<file path="config.mk">
export PLATFORM = sky130hd
export DESIGN_NAME = interval_room_assigner_flat
export DESIGN_NICKNAME = d
export VERILOG_FILES = /design/src/rtl/irm_pkg.sv /design/src/rtl/irm_if.sv /design/src/rtl/irm_ctrl.sv /design/src/rtl/irm_dpath.sv /design/src/rtl/interval_room_assigner.sv /design/src/flat_wrapper.sv
export SDC_FILE = /design/constraint.sdc
export NUM_CORES = 2
export LEC_CHECK = 0
export BUFFER_PORTS_ARGS = -buffer_cell sky130_fd_sc_hd__buf_4
export CORE_MARGIN = 4
export CORE_UTILIZATION = 50
export CTS_BUF_LIST = sky130_fd_sc_hd__clkbuf_8
export CTS_CLUSTER_DIAMETER = 200
export DETAILED_ROUTE_END_ITERATION = 16
export PLACE_DENSITY = 0.65
export SLEW_MARGIN = 0
export SYNTH_ARGS = -nofsm -noshare
export SYNTH_HDL_FRONTEND = slang
export SYNTH_SLANG_ARGS = --single-unit
</file>
<file path="constraint.sdc">
create_clock -name clk -period 10.8 [get_ports clk]
set_input_delay 0.54 -clock clk [delete_from_list [all_inputs] [get_ports clk]]
set_output_delay 0.54 -clock clk [all_outputs]
set_load 0.01 [all_outputs]
</file>
<file path="src/rtl/irm_pkg.sv">
// Package for the interval room assigner: sizes, heap entry type, controller states,
// and the command/status structs shared by controller and datapath. No dependencies.
`default_nettype none

package irm_pkg;

	localparam int MAX_ROOMS = 64;
	localparam int HEAP_AW   = $clog2(MAX_ROOMS);
	localparam int CNT_W     = $clog2(MAX_ROOMS + 1);
	localparam int IDX_W     = HEAP_AW + 2;
	localparam int TIME_W    = 31;
	localparam int ID_W      = 16;
	localparam int ROOM_W    = 7;

	typedef struct packed {
		logic [TIME_W-1:0] free_time;
		logic [CNT_W-1:0]  room;
	} entry_t;

	typedef enum logic [2:0] {
		S_IDLE,
		S_DECIDE,
		S_DN_RD,
		S_DN_CMP,
		S_UP_RD,
		S_UP_CMP,
		S_FIN
	} state_t;

	typedef struct packed {
		logic load;
		logic decide;
		logic dn_rd;
		logic dn_cmp;
		logic up_rd;
		logic up_cmp;
		logic fin;
	} cmd_t;

	typedef struct packed {
		logic reuse;
		logic can_open;
		logic dn_stop;
		logic up_root;
		logic up_stop;
	} status_t;

	// Heap order: earlier free time first, lower room number on a tie.
	function automatic logic entry_before(entry_t a, entry_t b);
		logic r;
		if (a.free_time != b.free_time) begin
			r = a.free_time < b.free_time;
		end else begin
			r = a.room < b.room;
		end
		return r;
	endfunction

endpackage

`default_nettype wire

</file>
<file path="src/rtl/irm_if.sv">
// Channel interfaces for the interval room assigner: input interval beat and result beat.
// Depends on irm_pkg for field widths.
`default_nettype none

interface irm_in_if;
	logic                        valid;
	logic                        ready;
	logic [irm_pkg::TIME_W-1:0]  start_time;
	logic [irm_pkg::TIME_W-1:0]  end_time;
	logic [irm_pkg::ID_W-1:0]    item_id;
	logic                        first_of_set;

	modport source (output valid, start_time, end_time, item_id, first_of_set, input ready);
	modport sink   (input valid, start_time, end_time, item_id, first_of_set, output ready);
endinterface

interface irm_out_if;
	logic                        valid;
	logic                        ready;
	logic [irm_pkg::ID_W-1:0]    item_tag;
	logic [irm_pkg::ROOM_W-1:0]  room;
	logic [irm_pkg::ROOM_W-1:0]  rooms_opened;
	logic                        overflow;

	modport source (output valid, item_tag, room, rooms_opened, overflow, input ready);
	modport sink   (input valid, item_tag, room, rooms_opened, overflow, output ready);
endinterface

`default_nettype wire

</file>
<file path="src/rtl/irm_ctrl.sv">
// Controller for the interval room assigner: sequences accept, decision, heap sift steps
// and result hand-off. Depends on irm_pkg.
`default_nettype none

module irm_ctrl (
	input  wire logic              clk,
	input  wire logic              arst_n,
	input  wire logic              in_valid,
	output logic                   in_ready,
	output logic                   out_valid,
	input  wire logic              out_ready,
	input  wire irm_pkg::status_t  status,
	output irm_pkg::cmd_t          cmd
);
	import irm_pkg::*;

	state_t state_q, state_d;
	logic   out_valid_q;
	logic   out_free;

	assign out_free  = !out_valid_q || out_ready;
	assign in_ready  = (state_q == S_IDLE);
	assign out_valid = out_valid_q;

	always_comb begin
		state_d = state_q;
		unique case (state_q)
			S_IDLE: begin
				if (in_valid) state_d = S_DECIDE;
			end
			S_DECIDE: begin
				if (status.reuse) begin
					state_d = S_DN_RD;
				end else if (status.can_open) begin
					state_d = S_UP_RD;
				end else begin
					state_d = S_FIN;
				end
			end
			S_DN_RD:  state_d = S_DN_CMP;
			S_DN_CMP: state_d = status.dn_stop ? S_FIN : S_DN_RD;
			S_UP_RD:  state_d = status.up_root ? S_FIN : S_UP_CMP;
			S_UP_CMP: state_d = status.up_stop ? S_FIN : S_UP_RD;
			S_FIN: begin
				if (out_free) state_d = S_IDLE;
			end
			default:  state_d = S_IDLE;
		endcase
	end

	always_comb begin
		cmd = '0;
		unique case (state_q)
			S_IDLE:   cmd.load   = in_valid;
			S_DECIDE: cmd.decide = 1'b1;
			S_DN_RD:  cmd.dn_rd  = 1'b1;
			S_DN_CMP: cmd.dn_cmp = 1'b1;
			S_UP_RD:  cmd.up_rd  = 1'b1;
			S_UP_CMP: cmd.up_cmp = 1'b1;
			S_FIN:    cmd.fin    = out_free;
			default:  cmd        = '0;
		endcase
	end

	always_ff @(posedge clk or negedge arst_n) begin
		if (!arst_n) begin
			state_q     <= S_IDLE;
			out_valid_q <= 1'b0;
		end else begin
			state_q <= state_d;
			if (cmd.fin) begin
				out_valid_q <= 1'b1;
			end else if (out_ready) begin
				out_valid_q <= 1'b0;
			end
		end
	end

`ifndef ASSERT_OFF
	a_cmd_onehot0: assert property (@(posedge clk) disable iff (!arst_n)
		$onehot0(cmd))
		else $error("controller issued more than one command");
	a_load_goes_decide: assert property (@(posedge clk) disable iff (!arst_n)
		cmd.load |=> (state_q == S_DECIDE))
		else $error("accepted beat not followed by decision");
	a_fin_sets_valid: assert property (@(posedge clk) disable iff (!arst_n)
		cmd.fin |=> out_valid_q)
		else $error("result not presented after finish");
`endif

endmodule

`default_nettype wire

</file>
<file path="src/rtl/irm_dpath.sv">
// Datapath for the interval room assigner: heap memory with two registered read ports,
// hole register for the moving entry, counters and result register. Depends on irm_pkg.
`default_nettype none

module irm_dpath (
	input  wire logic                       clk,
	input  wire logic                       arst_n,
	input  wire logic [irm_pkg::TIME_W-1:0] start_time,
	input  wire logic [irm_pkg::TIME_W-1:0] end_time,
	input  wire logic [irm_pkg::ID_W-1:0]   item_id,
	input  wire logic                       first_of_set,
	input  wire irm_pkg::cmd_t              cmd,
	output irm_pkg::status_t                status,
	output logic [irm_pkg::ID_W-1:0]        item_tag,
	output logic [irm_pkg::ROOM_W-1:0]      room,
	output logic [irm_pkg::ROOM_W-1:0]      rooms_opened,
	output logic                            overflow
);
	import irm_pkg::*;

	entry_t mem_q [MAX_ROOMS];
	entry_t rd_a_q, rd_b_q;

	logic [TIME_W-1:0] start_q, end_q;
	logic [ID_W-1:0]   tag_q;
	logic [CNT_W-1:0]  count_q, total_q;
	entry_t            x_q;
	logic [HEAP_AW-1:0] idx_q;
	logic [CNT_W-1:0]  res_room_q;
	logic              res_ovf_q;

	logic [IDX_W-1:0]   idx_w, cnt_w, l_idx, r_idx, p_idx;
	logic               l_ok, r_ok, l_win, r_win;
	entry_t             best;
	logic [HEAP_AW-1:0] rd_a_addr, rd_b_addr, wr_addr;
	entry_t             wr_data;
	logic               wr_en;
	logic [CNT_W-1:0]   total_inc;

	assign idx_w = IDX_W'(idx_q);
	assign cnt_w = IDX_W'(count_q);
	assign l_idx = (idx_w << 1) + IDX_W'(1);
	assign r_idx = (idx_w << 1) + IDX_W'(2);
	assign p_idx = (idx_w - IDX_W'(1)) >> 1;
	assign l_ok  = l_idx < cnt_w;
	assign r_ok  = r_idx < cnt_w;
	assign total_inc = total_q + CNT_W'(1);

	// Pick the smallest of hole entry, left child and right child.
	always_comb begin
		best  = x_q;
		l_win = 1'b0;
		r_win = 1'b0;
		if (l_ok && entry_before(rd_a_q, x_q)) begin
			best  = rd_a_q;
			l_win = 1'b1;
		end
		if (r_ok && entry_before(rd_b_q, best)) begin
			best  = rd_b_q;
			r_win = 1'b1;
			l_win = 1'b0;
		end
	end

	always_comb begin
		status.reuse    = (count_q != '0) && (rd_a_q.free_time <= start_q);
		status.can_open = count_q < CNT_W'(MAX_ROOMS);
		status.dn_stop  = !l_win && !r_win;
		status.up_root  = (idx_q == '0);
		status.up_stop  = !entry_before(x_q, rd_a_q);
	end

	// Read ports: root while idle, children while sifting down, parent while sifting up.
	always_comb begin
		rd_a_addr = '0;
		if (cmd.dn_rd) begin
			rd_a_addr = l_idx[HEAP_AW-1:0];
		end else if (cmd.up_rd) begin
			rd_a_addr = p_idx[HEAP_AW-1:0];
		end
		rd_b_addr = r_idx[HEAP_AW-1:0];
	end

	always_comb begin
		wr_en   = 1'b0;
		wr_addr = idx_q;
		wr_data = x_q;
		if (cmd.dn_cmp) begin
			wr_en   = 1'b1;
			wr_data = best;
		end else if (cmd.up_rd && status.up_root) begin
			wr_en   = 1'b1;
		end else if (cmd.up_cmp) begin
			wr_en   = 1'b1;
			wr_data = status.up_stop ? x_q : rd_a_q;
		end
	end

	always_ff @(posedge clk) begin
		if (wr_en) mem_q[wr_addr] <= wr_data;
		rd_a_q <= mem_q[rd_a_addr];
		rd_b_q <= mem_q[rd_b_addr];
	end

	always_ff @(posedge clk or negedge arst_n) begin
		if (!arst_n) begin
			count_q <= '0;
			total_q <= '0;
		end else if (cmd.load && first_of_set) begin
			count_q <= '0;
			total_q <= '0;
		end else if (cmd.decide && !status.reuse && status.can_open) begin
			count_q <= count_q + CNT_W'(1);
			total_q <= total_inc;
		end
	end

	always_ff @(posedge clk) begin
		if (cmd.load) begin
			start_q <= start_time;
			end_q   <= end_time;
			tag_q   <= item_id;
		end
		if (cmd.decide) begin
			x_q.free_time <= end_q;
			if (status.reuse) begin
				x_q.room   <= rd_a_q.room;
				idx_q      <= '0;
				res_room_q <= rd_a_q.room;
				res_ovf_q  <= 1'b0;
			end else if (status.can_open) begin
				x_q.room   <= total_inc;
				idx_q      <= count_q[HEAP_AW-1:0];
				res_room_q <= total_inc;
				res_ovf_q  <= 1'b0;
			end else begin
				x_q.room   <= '0;
				res_room_q <= '0;
				res_ovf_q  <= 1'b1;
			end
		end
		// Advance the hole to the winning child or to the parent.
		if (cmd.dn_cmp && !status.dn_stop) begin
			idx_q <= r_win ? r_idx[HEAP_AW-1:0] : l_idx[HEAP_AW-1:0];
		end
		if (cmd.up_cmp && !status.up_stop) begin
			idx_q <= p_idx[HEAP_AW-1:0];
		end
		if (cmd.fin) begin
			item_tag     <= tag_q;
			room         <= ROOM_W'(res_room_q);
			rooms_opened <= ROOM_W'(total_q);
			overflow     <= res_ovf_q;
		end
	end

`ifndef ASSERT_OFF
	a_count_total: assert property (@(posedge clk) disable iff (!arst_n)
		count_q == total_q)
		else $error("heap count and room total diverged");
	a_count_max: assert property (@(posedge clk) disable iff (!arst_n)
		count_q <= CNT_W'(MAX_ROOMS))
		else $error("heap count above capacity");
	a_dn_hole: assert property (@(posedge clk) disable iff (!arst_n)
		cmd.dn_cmp |-> (idx_w < cnt_w))
		else $error("sift-down hole outside heap");
	a_up_hole: assert property (@(posedge clk) disable iff (!arst_n)
		cmd.up_rd |-> (idx_w < cnt_w))
		else $error("sift-up hole outside heap");
`endif

endmodule

`default_nettype wire

</file>
<file path="src/rtl/interval_room_assigner.sv">
// Interval room assigner: greedy room reuse over a min-heap of free times (64 rooms).
// Per item: a decision, then a heap sift down (reuse) or up (new room) with a read and a
// compare-write step per level, or straight to finish on overflow; the finish state stalls
// until the result register is free. Items are taken one at a time, only while idle.
// The next item is taken while a result waits.
// Reset: arst_n clears heap count, room total, state and result valid, not the heap memory.
`default_nettype none

module interval_room_assigner (
	input  wire logic clk,
	input  wire logic arst_n,
	irm_in_if.sink    item,
	irm_out_if.source result
);
	import irm_pkg::*;

	cmd_t    cmd;
	status_t status;

	irm_ctrl u_ctrl (
		.clk       (clk),
		.arst_n    (arst_n),
		.in_valid  (item.valid),
		.in_ready  (item.ready),
		.out_valid (result.valid),
		.out_ready (result.ready),
		.status    (status),
		.cmd       (cmd)
	);

	irm_dpath u_dpath (
		.clk          (clk),
		.arst_n       (arst_n),
		.start_time   (item.start_time),
		.end_time     (item.end_time),
		.item_id      (item.item_id),
		.first_of_set (item.first_of_set),
		.cmd          (cmd),
		.status       (status),
		.item_tag     (result.item_tag),
		.room         (result.room),
		.rooms_opened (result.rooms_opened),
		.overflow     (result.overflow)
	);

endmodule

`default_nettype wire

</file>
<file path="src/flat_wrapper.sv">
// flat-port wrapper written by rule: the top's interface ports become plain ports
module interval_room_assigner_flat import irm_pkg::*;
  (clk, arst_n, item_valid, item_start_time, item_end_time, item_item_id, item_first_of_set, item_ready, result_valid, result_item_tag, result_room, result_rooms_opened, result_overflow, result_ready);
  irm_in_if item_i ();
  irm_out_if result_i ();
  input  wire logic clk;
  input  wire logic arst_n;
  input wire logic [$bits(item_i.valid)-1:0] item_valid;
  input wire logic [$bits(item_i.start_time)-1:0] item_start_time;
  input wire logic [$bits(item_i.end_time)-1:0] item_end_time;
  input wire logic [$bits(item_i.item_id)-1:0] item_item_id;
  input wire logic [$bits(item_i.first_of_set)-1:0] item_first_of_set;
  output wire logic [$bits(item_i.ready)-1:0] item_ready;
  output wire logic [$bits(result_i.valid)-1:0] result_valid;
  output wire logic [$bits(result_i.item_tag)-1:0] result_item_tag;
  output wire logic [$bits(result_i.room)-1:0] result_room;
  output wire logic [$bits(result_i.rooms_opened)-1:0] result_rooms_opened;
  output wire logic [$bits(result_i.overflow)-1:0] result_overflow;
  input wire logic [$bits(result_i.ready)-1:0] result_ready;
  assign item_i.valid = item_valid;
  assign item_i.start_time = item_start_time;
  assign item_i.end_time = item_end_time;
  assign item_i.item_id = item_item_id;
  assign item_i.first_of_set = item_first_of_set;
  assign item_ready = item_i.ready;
  assign result_valid = result_i.valid;
  assign result_item_tag = result_i.item_tag;
  assign result_room = result_i.room;
  assign result_rooms_opened = result_i.rooms_opened;
  assign result_overflow = result_i.overflow;
  assign result_i.ready = result_ready;
  interval_room_assigner u_core (.clk(clk), .arst_n(arst_n), .item(item_i), .result(result_i));
endmodule
</file>
==> summary.txt <==
Run status
  • Status: completed

Worst setup path
  • Path depth of the worst reg2reg path: 19
  • Reg-to-Reg Start: u_core.u_dpath.x_q[33]$_DFFE_PP_
  • Startpoint type of the worst setup path: flop
  • Slack of the worst reg-to-reg path: 2030 ps
  • Buf+Inv Stages, Crit Path: 2
  • CP cell instances: ha_1, nand4_1, nor4_1, nand3_1, o211ai_1, or2_2, a21oi_1, ha_1, nand4_1, or4_1, nand3b_1, or3_1, a21o_1, o211ai_2, o21a_2, buf_4, nand2b_1, a31oi_4, buf_4
  • Worst EP arrival: ~9600 ps
  • Critical path endpoint category: flop
  • Critical path's slowest cell: or2_2
  • Slowest stage delay, CP: 910 ps
  • Required @ worst endpoint: roughly 12000 ps
  • Type of the setup path with the least slack: reg -> reg
  • Crit path max-delay family: simple AND/OR/NAND/NOR gates
  • Largest fanout on the critical path: 38
  • Endpoint of the worst register-to-register path: u_core.u_dpath.mem_q[33][15]$_DFFE_PP_

Synthesis
  • Average cell area after synthesis: 17.7 um^2
  • Count of yosys warnings during synthesis: 0
  • Mapped Cells: 6515
  • Count of distinct cell types in the synthesized netlist: 62
  • Dominant cells by area after synthesis: edfxtp_1, mux4_2, nand2_1, ha_1, dfxtp_1
  • Cell Area, Synth: 0.115 mm^2
  • Top_reg_cell synth: edfxtp_1
  • Leading area contributor after synthesis: edfxtp_1
  • Number of nets in the synthesized netlist: 6721
  • Proportion of register bits with asynchronous set or reset after synthesis: 0.00672
  • Sequential cell area fraction in the yosys report: 0.691
  • Yosys reg bits: ~2700
  • Area fraction of the dominant cell type after synthesis: 0.673
  • Leading post-synthesis cells by instance count: edfxtp_1, nand2_1, mux4_2, nand3_1, clkbuf_1
  • Count of flip-flops with a built-in enable after synthesis: 2586
  • Most numerous cell in the Yosys netlist: edfxtp_1

STA
  • Minimum clock period after layout: 8770 ps
  • Period utilisation layout: 0.812
  • Transition time at the pin with the least slew margin: between 1000 and 1500 ps
  • WHS: around 140 ps
  • Total count of hold-check failures in the final report: 0
  • Largest clock skew in the final design: around 140 ps
  • Fin. max-slew vios: 0
  • FMAX: 114 MHz
  • Worst-case headroom to the max-slew limit: 0.0759
  • Count of endpoints failing setup in the final report: 0
  • Total negative slack: 0 ps
  • Final worst setup slack: around 2000 ps
  • Setup repair after global routing missed its margin: no

Die
  • Core box area: 0.230 mm^2
  • Row count: 176
  • Die height: about 490 um
  • Starting utilization of the core area: 0.502
  • Die Outline Area: 0.238 mm^2
  • X dimension of the die: between 400 and 500 um
  • Io pins: 116

Routing
  • Via count normalized by instance count: 6.93
  • Per-cell routed wire length: roughly 38 um
  • Drt total wl: 393000 um
  • Detailed-routing iteration count for the pre-antenna-repair pass: 9
  • Via Count: 71300
  • Post-route ant nets: 0
  • Total DRC errors in the routed layout: 0
  • Drt first-iter violations: approximately 12000

Cells and area
  • Layout area overhead: 12.7%
  • Final-stage net count: 7113
  • Share of layout cells above drive strength 1: 0.262
  • Final Core Density: 0.566
  • Fill cell instance count of the final layout: approximately 17000

Power
  • Power Density: 325 mW/mm^2
  • Maximum resistive drop on vdd: 0.459 mV
  • Leakage power summed over all cells: 42.1 nW
  • Total power: 42.2 mW

Clocking
  • Level count of the clock H-tree: 5
  • CTS sink count: 2680
  • Postcts setup bufs: 0
  • Number of clock buffers inserted by TritonCTS: 435
  • Worst-case clock buffer depth: 4
  • Clock tree from TritonCTS: done
  • Clock root buffer master: clkbuf_8
  • Clock-pin slew reported for the worst setup and hold paths after clock tree synthesis: 70 ps
  • Skew-Pair Late Insertion Delay: 1130 ps

Flow run
  • Max-Cap Viols: 0

Global routing
  • Pin count of the biggest net entering global routing: 121
  • Wire length of the first global-routing pass: 540000 um
  • Residual overflow from global routing: 0
  • Total track usage: 0.327
  • Via count of the first global-routing pass: 68600
  • Number of antenna violations at the first check in global routing: 15

Min path
  • Launch instance of the worst min-delay path: item_start_time[2]
  • Endpoint of the worst hold-timing path: u_core.u_dpath.start_q[2]$_DFFE_PP_
  • Worst Hold Class: in -> reg
  • Hold Path Depth: 2

Placed design
  • Port-buffer cells: between 100 and 150
  • Setup WS pre-CTS: 2420 ps
  • DP HPWL: roughly 210000 um
  • RD Place Congestion: 0.906
==> stage by stage <==
stage                     cell area [um^2]  instances
after floorplan                     115000       6515
after global placement              121000       9413
after detailed placement            121000       9413
after CTS                           130000      10300
after global routing                130000      10300
final                               130000      10300
==> how the worst max path moves through the flow <==
stage | startpoint | endpoint | depth (start not counted)
after global routing | u_core.u_dpath.x_q[33]$_DFFE_PP_ | u_core.u_dpath.mem_q[0][19]$_DFFE_PP_ | 19
after CTS | u_core.u_dpath.x_q[33]$_DFFE_PP_ | u_core.u_dpath.mem_q[43][15]$_DFFE_PP_ | 19
after global placement | u_core.u_dpath.x_q[33]$_DFFE_PP_ | u_core.u_dpath.mem_q[2][19]$_DFFE_PP_ | 19
after detailed placement | u_core.u_dpath.x_q[33]$_DFFE_PP_ | u_core.u_dpath.mem_q[35][15]$_DFFE_PP_ | 19
final | u_core.u_dpath.x_q[33]$_DFFE_PP_ | u_core.u_dpath.mem_q[33][15]$_DFFE_PP_ | 19
after floorplan | u_core.u_dpath.idx_q[0]$_DFFE_PP_ | u_core.u_dpath.mem_q[0][10]$_DFFE_PP_ | 25
==> what timing repair did <==
item,in CTS,in global routing
resized for setup,0,0
hold buffers,83,0
hold endpoints to repair,110,0
==> report_power, final <==
part,internal [mW],total (mW),switching (mW),leakage [nW]
clock,4.31,8.34,4.03,4.69
sequential,14.3,14.7,0.438,24.1
combinational,6.65,19.1,12.4,13.3
total,25.3,42.2,16.9,42.1
==> flip-flops by register name, indices dropped and copies added, names as in the netlist, 3 cells and up <==
signal and flops:
u_core.u_ctrl.state_q 3, u_core.u_dpath.count_q 7, u_core.u_dpath.end_q 31, u_core.u_dpath.idx_q 6
u_core.u_dpath.item_tag 16, u_core.u_dpath.mem_q 2432, u_core.u_dpath.rd_a_q 38, u_core.u_dpath.rd_b_q 38
u_core.u_dpath.res_room_q 7, u_core.u_dpath.room 7, u_core.u_dpath.rooms_opened 7, u_core.u_dpath.start_q 31
u_core.u_dpath.tag_q 16, u_core.u_dpath.total_q 7, u_core.u_dpath.x_q 31
==> cell families (layout without fill, tap and decap cells) <==
kind of cell    Yosys count  count (layout)  synth area share
buf+inv                 538            1275            0.0192
compound gates          579             579            0.0346
mux                     920             920             0.179
flops                  2680            2680             0.691
other cells               0               9                 0
fa+ha+maj               123             123            0.0133
simple gates           1663            1663            0.0626
xor+xnor                 12              12          0.000911
==> layout by cell type, fill, tap and decap left out, drive strengths merged, types with 7 or more instances in the layout <==
master and n:
a211oi 119, a21o 23, a21oi 87, a311oi 76, a31oi 78, and2 80
buf 314, bufinv 16, clkbuf 461, clkinv 156, dfrtp 18, dfxtp 76
diode 9, dlygate4sd3 83, edfxtp 2586, ha 123, inv 240, mux2i 7
mux4 912, nand2 961, nand2b 44, nand3 301, nand4 20, nor2 128
nor2b 9, nor3 87, o211ai 84, o21ai 69, o31ai 8, xor2 7
==> metal layers <==
metal,share of wire,global-route usage
met1,0.36,0.455
met2,0.44,0.484
met3,0.15,0.0993
met4,0.051,0.142
met5,0.00022,0.00245
==> worst reg2reg max path, stage by stage, from the launching register on <==
cell,delay (ps)
edfxtp_1,430
ha_1,340
nand4_1,260
nor4_1,850
nand3_1,330
o211ai_1,280
or2_2,910
a21oi_1,280
ha_1,390
nand4_1,170
or4_1,680
nand3b_1,240
or3_1,450
a21o_1,180
o211ai_2,300
o21a_2,650
buf_4,470
nand2b_1,170
a31oi_4,720
buf_4,430
==> final cells by class <==
cell class / instances / area (um^2) / area share
Antenna cell: 9 / 22.5 / 0.000173
Clock buffer: 461 / 6340 / 0.0488
Clock inverter: 321 / 1740 / 0.0134
Inverter: 96 / 370 / 0.00285
Multi-Input combinational cell: 3297 / 34700 / 0.267
Sequential cell: 2680 / 79600 / 0.613
Tap cell: 3026 / 3790 / 0.0291
Timing Repair Buffer: 397 / 3390 / 0.0261
No activity file was read; power rests on OpenSTA's default activity.
